--- src/rtl/core/vnf_pkg.sv ---
// ----------------------------------------------------------------------------
// vnf_pkg
// Shared types, constants and small tables for the value-noise height block.
// ----------------------------------------------------------------------------
`default_nettype none

package vnf_pkg;

  localparam int MAX_OCT   = 8;    // octave lanes
  localparam int OCT_IDX_W = 3;    // bits of an octave index
  localparam int OCT_CNT_W = 4;    // bits of the octave count register
  localparam int GRID_W    = 10;   // column / row width
  localparam int INV_W     = 17;   // inv_scale width
  localparam int AMP_W     = 24;   // amplitude width
  localparam int PX_W      = GRID_W + INV_W;   // coordinate before octave shift
  localparam int COORD_W   = PX_W + MAX_OCT - 1;
  localparam int FRAC_W    = 16;
  localparam int NOISE_W   = 18;   // signed corner / octave noise value
  localparam int ACC_W     = 25;   // signed weighted octave sum
  localparam int CFG_IDX_W = 3;
  localparam int CFG_DAT_W = 32;

  localparam logic [31:0] HASH_X    = 32'd374761393;
  localparam logic [31:0] HASH_Y    = 32'd668265263;
  localparam logic [31:0] HASH_MIX0 = 32'd3284157443;
  localparam logic [31:0] HASH_MIX1 = 32'd1274126177;
  localparam logic [31:0] SEED_STEP = 32'd31337;

  // register indexes
  localparam logic [CFG_IDX_W-1:0] REG_INV_SCALE = 3'd0;
  localparam logic [CFG_IDX_W-1:0] REG_AMPLITUDE = 3'd1;
  localparam logic [CFG_IDX_W-1:0] REG_OCT_COUNT = 3'd2;
  localparam logic [CFG_IDX_W-1:0] REG_SEED      = 3'd3;
  localparam logic [CFG_IDX_W-1:0] REG_ADDITIVE  = 3'd4;

  // stage count: input, coordinate, 6 lane stages, 6 combine stages, output
  localparam int PIPE_LEN = 15;

  typedef struct packed {
    logic [INV_W-1:0]     inv_scale;
    logic [AMP_W-1:0]     amplitude;
    logic [OCT_CNT_W-1:0] octave_count;
    logic [31:0]          noise_seed;
    logic                 additive_mode;
  } cfg_t;

  // octave count clamped to 1..MAX_OCT
  function automatic logic [OCT_CNT_W-1:0] eff_octaves(input logic [OCT_CNT_W-1:0] k);
    logic [OCT_CNT_W-1:0] r;
    r = k;
    if (k == '0) r = OCT_CNT_W'(1);
    else if (k > OCT_CNT_W'(MAX_OCT)) r = OCT_CNT_W'(MAX_OCT);
    return r;
  endfunction

  // total weight 2^k - 1
  function automatic logic [7:0] weight_sum(input logic [OCT_CNT_W-1:0] k);
    return 8'((9'd1 << k) - 9'd1);
  endfunction

  // floor(2^31 / (2^k - 1))
  function automatic logic [31:0] weight_recip(input logic [OCT_CNT_W-1:0] k);
    logic [31:0] r;
    r = 32'd2147483648;
    unique case (k)
      4'd2:    r = 32'd715827882;
      4'd3:    r = 32'd306783378;
      4'd4:    r = 32'd143165576;
      4'd5:    r = 32'd69273666;
      4'd6:    r = 32'd34087042;
      4'd7:    r = 32'd16909320;
      4'd8:    r = 32'd8421504;
      default: r = 32'd2147483648;
    endcase
    return r;
  endfunction

endpackage

`default_nettype wire

--- src/rtl/core/vnf_combine.sv ---
// ----------------------------------------------------------------------------
// vnf_combine
// Weighted octave sum, normalization by the total weight, amplitude scaling.
// ----------------------------------------------------------------------------
`default_nettype none

module vnf_combine (
  input  wire logic                                clk,
  input  wire logic                                en,
  input  wire vnf_pkg::cfg_t                       cfg,
  input  wire logic signed [vnf_pkg::NOISE_W-1:0]  noise [vnf_pkg::MAX_OCT],
  output logic signed [vnf_pkg::NOISE_W+vnf_pkg::AMP_W:0] scaled
);

  localparam int NO = vnf_pkg::MAX_OCT;
  localparam int AW = vnf_pkg::ACC_W;
  localparam int NP = (NO + 1) / 2;
  localparam int NW = vnf_pkg::NOISE_W;
  localparam int SW = NW + vnf_pkg::AMP_W + 1;

  logic [vnf_pkg::OCT_CNT_W-1:0] k;
  logic [7:0]  dsum;
  logic signed [AW-1:0] w [NO];
  logic signed [AW-1:0] tot;

  logic signed [AW-1:0] pair_r [NP];
  logic [AW-1:0] m_r, m3_r, m4_r;
  logic          neg_r, neg3_r, neg4_r;
  logic [AW+31:0] prod_r;
  logic [AW-1:0] q0_r;
  logic [AW+7:0] t_r;
  logic signed [NW-1:0] norm_r;
  logic signed [SW-1:0] scaled_r;

  logic [AW-1:0] q0_nxt, q_nxt;
  logic [AW+7:0] r_nxt;

  assign k    = vnf_pkg::eff_octaves(cfg.octave_count);
  assign dsum = vnf_pkg::weight_sum(k);

  // octave o weighs 2^(k-1-o); octaves beyond the count drop out
  always_comb begin
    for (int o = 0; o < NO; o++) begin
      if (vnf_pkg::OCT_CNT_W'(o) < k)
        w[o] = AW'(noise[o]) <<< (k - vnf_pkg::OCT_CNT_W'(o) - vnf_pkg::OCT_CNT_W'(1));
      else
        w[o] = '0;
    end
    tot = '0;
    for (int p = 0; p < NP; p++) tot = tot + pair_r[p];
    q0_nxt = AW'(prod_r >> 31);
    r_nxt  = {8'd0, m4_r} - t_r;
    q_nxt  = (r_nxt >= (AW+8)'(dsum)) ? q0_r + AW'(1) : q0_r;
  end

  always_ff @(posedge clk) begin
    if (en) begin
      for (int p = 0; p < NP; p++)
        pair_r[p] <= w[2*p] + ((2*p + 1 < NO) ? w[(2*p + 1) % NO] : AW'(0));
      neg_r    <= tot[AW-1];
      m_r      <= tot[AW-1] ? AW'(-tot) : AW'(tot);
      prod_r   <= m_r * vnf_pkg::weight_recip(k);
      m3_r     <= m_r;
      neg3_r   <= neg_r;
      q0_r     <= q0_nxt;
      t_r      <= q0_nxt * dsum;
      m4_r     <= m3_r;
      neg4_r   <= neg3_r;
      norm_r   <= neg4_r ? -NW'(q_nxt) : NW'(q_nxt);
      scaled_r <= norm_r * $signed({1'b0, cfg.amplitude});
    end
  end

  assign scaled = scaled_r;

endmodule

`default_nettype wire

--- config.mk ---
export PLATFORM = sky130hd
export DESIGN_NAME = vnf_combine
export DESIGN_NICKNAME = d
export VERILOG_FILES = /design/src/rtl/core/vnf_pkg.sv /design/src/rtl/core/vnf_combine.sv
export SDC_FILE = /design/constraint.sdc
export NUM_CORES = 2
export LEC_CHECK = 0
export BUFFER_PORTS_ARGS = -buffer_cell sky130_fd_sc_hd__buf_2
export CAP_MARGIN = 0
export CORE_MARGIN = 2
export CORE_UTILIZATION = 55
export DETAILED_ROUTE_END_ITERATION = 12
export HOLD_SLACK_MARGIN = 0.02
export PLACE_DENSITY = 0.76
export SLEW_MARGIN = 5
export SYNTH_ARGS = -nofsm -noshare
export SYNTH_HDL_FRONTEND = slang
export SYNTH_SLANG_ARGS = --single-unit
--- constraint.sdc ---
create_clock -name clk -period 13.97 [get_ports clk]
set_clock_uncertainty 0.2 [all_clocks]
set_input_delay 2.0955 -clock clk [delete_from_list [all_inputs] [get_ports clk]]
set_output_delay 2.0955 -clock clk [all_outputs]
set_load 0.02 [all_outputs]
==> results.cfg <==
[clock_network]
tritoncts = built
clock_tree.buffer_depth = 3
clock_transition_at_the_register_clock_pins_on_the_worst_setup_and_hold_paths_after_cts_ns = 0.06
clock_tree.root_cell = clkbuf_16
numCtsBuffers = 39
post_cts.resized_instances = 0
clkLatencyLatePin_ns = 0.64
cts.repair_timing.setup_buffer_count = 0
tritoncts_num_sinks = 315
hold_buffers = 0
ctsHtreeMaxLevel = 2

[place]
place_hpwl_mm = 152
port_buffers = 216
dpl_cell_area_um2 = 67300
place.gp.congestion = 0.988

[floorplan]
core_area_um2 = 117000
initial_utilization_pct = 55.6
floorplan_die_height_um = 347
rows = 125
dieWidth_um = 347
die-area_um2 = 120000
io-pin-count = 267

[yosys]
post_synth_instance_area_um2 = 64700
synth-edff-count = 315
synthArstFlopShare_pct = 0
syn-mean-instance-area_um2 = 9.23
ys_seq_elements = 315
synth_sequential_area_ratio_pct = 14.6
yosys_most_used_dff = edfxtp_1
yosys_warnings = 0
postSynthCellCount = 7011
distinct_cells_synth = 99

[grt]
grt_util_met3_pct = 4.55
groute.layer.met2.usage_pct = 51.3
global_route.peak_usage_layer = met2
grt_start_max_net_pins = 170
gr-usage-met1_pct = 40.1
grt_pass1_wl_mm = 290
first_global_vias = 52000
antenna_found_initial = 7
grt_overflow = 0
all_layer_global_routing_usage_pct = 31.0

[timing]
final-max-slew-violation-count = 0
timing_hold_violations_final = 0
setup_viol = 0
grt_setup_unrepaired = false
min_period_ns = 12.41
period_share_pct = 88.8
setup_tns_ns = 0
timing.slew.headroom_pct = 13.2
timing_worst_slew_pin_value_ns = 1.30
clock.fmax_ghz = 0.0806

[critical_path]
path_max_fanout = 19
timing.critical_path.from_type = primary input
timing.critical_path.to_type = flop
worst_path_most_repeated_cell = fa_1
timing.critical_path.required_ns = 14.14
worst-endpoint-arrival_ns = 12.58
timing_worst_setup_path_type = primary input to flop
max_incr_delay_on_cp_ns = 0.63
crit_slowest_cell = nor3_2

[detailed_routing]
vias = 49600
post_drt_wl_per_cell_um = 21.3
total_wire_length_mm = 184
detail-route-antenna-nets = 0
via_per_inst = 5.75
drtIter0Drc = 3938
detailedRoute.firstPassIterationCount = 8
detail_route.drc_violations = 0

[layout]
syn_to_final_growth_pct = 6.20
post-route-cell-area_um2 = 68700
layout-drive-gt1-share_pct = 6.37
finalNetCount = 9001

[status]
status = finished, final reports clean

[flow_run]
cap_violations = 0

[worst_hold_path]
kind_of_path_behind_the_tightest_hold_check = flop to flop
sequential cells by signal, summed over array words and instances, names as in the netlist:
register / flops
m3_r: 25
m4_r: 25
m_r: 25
neg3_r: 1
neg4_r: 1
neg_r: 1
norm_r: 18
pair_r: 100
prod_r: 25
q0_r: 18
scaled: 43
t_r: 33
layer usage:
metal | up-vias | part of all wire, %
met5 | - | 0.048
li1 | 22500 | -
met2 | 2148 | 47
met3 | 481 | 7.7
met4 | 10 | 5.5
met1 | 24500 | 40
cells in the final DEF, fill, tap and decap left out, drive strengths merged, types with 8 or more instances in the layout:
cell	n
nand3	94
inv	1383
or4	10
or3	30
clkbuf	41
xnor2	185
nand4	17
nor2	353
nor4	14
clkinv	16
and3	71
nor3	88
mux2i	272
a21o	55
fa	1034
edfxtp	315
o22ai	38
o21a	33
nand2b	85
a21boi	13
a31oi	36
and2	375
a41oi	10
a22o	16
o21ai	144
o41ai	8
mux2	8
xor2	78
buf	289
nor2b	47
nand2	777
a211oi	49
o31ai	16
o21bai	21
a211o	8
o211ai	8
or2	39
a21oi	219
ha	673
path summary, 6_finish.rpt:
check	end	slack, ns	cells past startpoint	startpoint
worst min register to register	m4_r[17]	0.22	0	m3_r[17]
worst min-delay path	m4_r[17]	0.22	0	m3_r[17]
worst max register to register	prod_r[54]	3.92	28	m_r[4]
worst max-delay path	prod_r[54]	1.56	34	cfg[34]
layout make-up:
cell class | count | area [µm²]
multi-input combinational | 5047 | 49200
fill | 10000 | 47800
sequential | 315 | 9460
inverter | 1378 | 5170
tap | 1524 | 1910
timing repair buffer | 289 | 1650
clock buffer | 41 | 983
clock inverter | 31 | 404
antenna | 2 | 5.00
cells in the mapped netlist (10+ instances only):
| cell type | number | share of area [%] |
|---|---|---|
| o21a_1 | 33 | 0.38 |
| and2_1 | 374 | 3.6 |
| nand4_1 | 17 | 0.16 |
| or2_2 | 34 | 0.33 |
| a31oi_1 | 35 | 0.34 |
| o21bai_1 | 21 | 0.24 |
| a211oi_1 | 48 | 0.56 |
| buf_1 | 25 | 0.14 |
| xor2_1 | 78 | 1.1 |
| fa_1 | 1034 | 32 |
| nand3_1 | 94 | 0.73 |
| a21o_1 | 54 | 0.63 |
| and3_1 | 71 | 0.69 |
| o22ai_1 | 37 | 0.36 |
| o21ai_0 | 141 | 1.1 |
| a21oi_1 | 216 | 1.7 |
| clkbuf_1 | 234 | 1.4 |
| edfxtp_1 | 315 | 15 |
| inv_1 | 1369 | 7.9 |
| a21boi_0 | 12 | 0.14 |
| nor4_1 | 13 | 0.13 |
| nor3_1 | 88 | 0.68 |
| mux2i_1 | 272 | 4.2 |
| a22o_1 | 16 | 0.22 |
| buf_2 | 10 | 0.077 |
| xnor2_1 | 185 | 2.5 |
| o31ai_1 | 15 | 0.17 |
| or3_1 | 30 | 0.29 |
| nor2b_1 | 47 | 0.45 |
| nor2_1 | 353 | 2.0 |
| nand2_1 | 777 | 4.5 |
| ha_1 | 673 | 13 |
| nand2b_1 | 85 | 0.82 |
critical path: cells and delay by family:
kind / cells / cell delay (ns)
AO/OA/AOI/OAI: 11 / 3.11
XOR/XNOR: 1 / 0.14
adder cells (fa/ha/maj): 8 / 3.82
AND/OR/NAND/NOR: 6 / 2.37
buffers and inverters: 8 / 1.02
cells by family after synthesis:
| family | after synthesis | synth area share [%] |
|---|---|---|
| flip-flops | 315 | 14.6 |
| multiplexers | 282 | 4.43 |
| other | 1 | 0.00579 |
| AND/OR/NAND/NOR | 2035 | 15.1 |
| adder cells (fa/ha/maj) | 1707 | 45.0 |
| AO/OA/AOI/OAI | 758 | 7.66 |
| XOR/XNOR | 263 | 3.56 |
| buffers and inverters | 1650 | 9.62 |
through the flow:
step	instances	hold WS (ns)	setup slack [ns]	util, %
6_report	8627	0.219	1.56	59.0
5_1_grt	8626	0.224	1.19	59.0
4_1_cts	8625	0.219	1.71	59.0
3_5_place_dp	8553	0.205	1.02	57.8
3_3_place_gp	8553	0.203	1.19	57.8
2_1_floorplan	7012	0.200	2.06	-
Power is left out: the tool's default activity adds up to more than one toggle a clock period on the data nets, which glitch-free logic cannot reach.
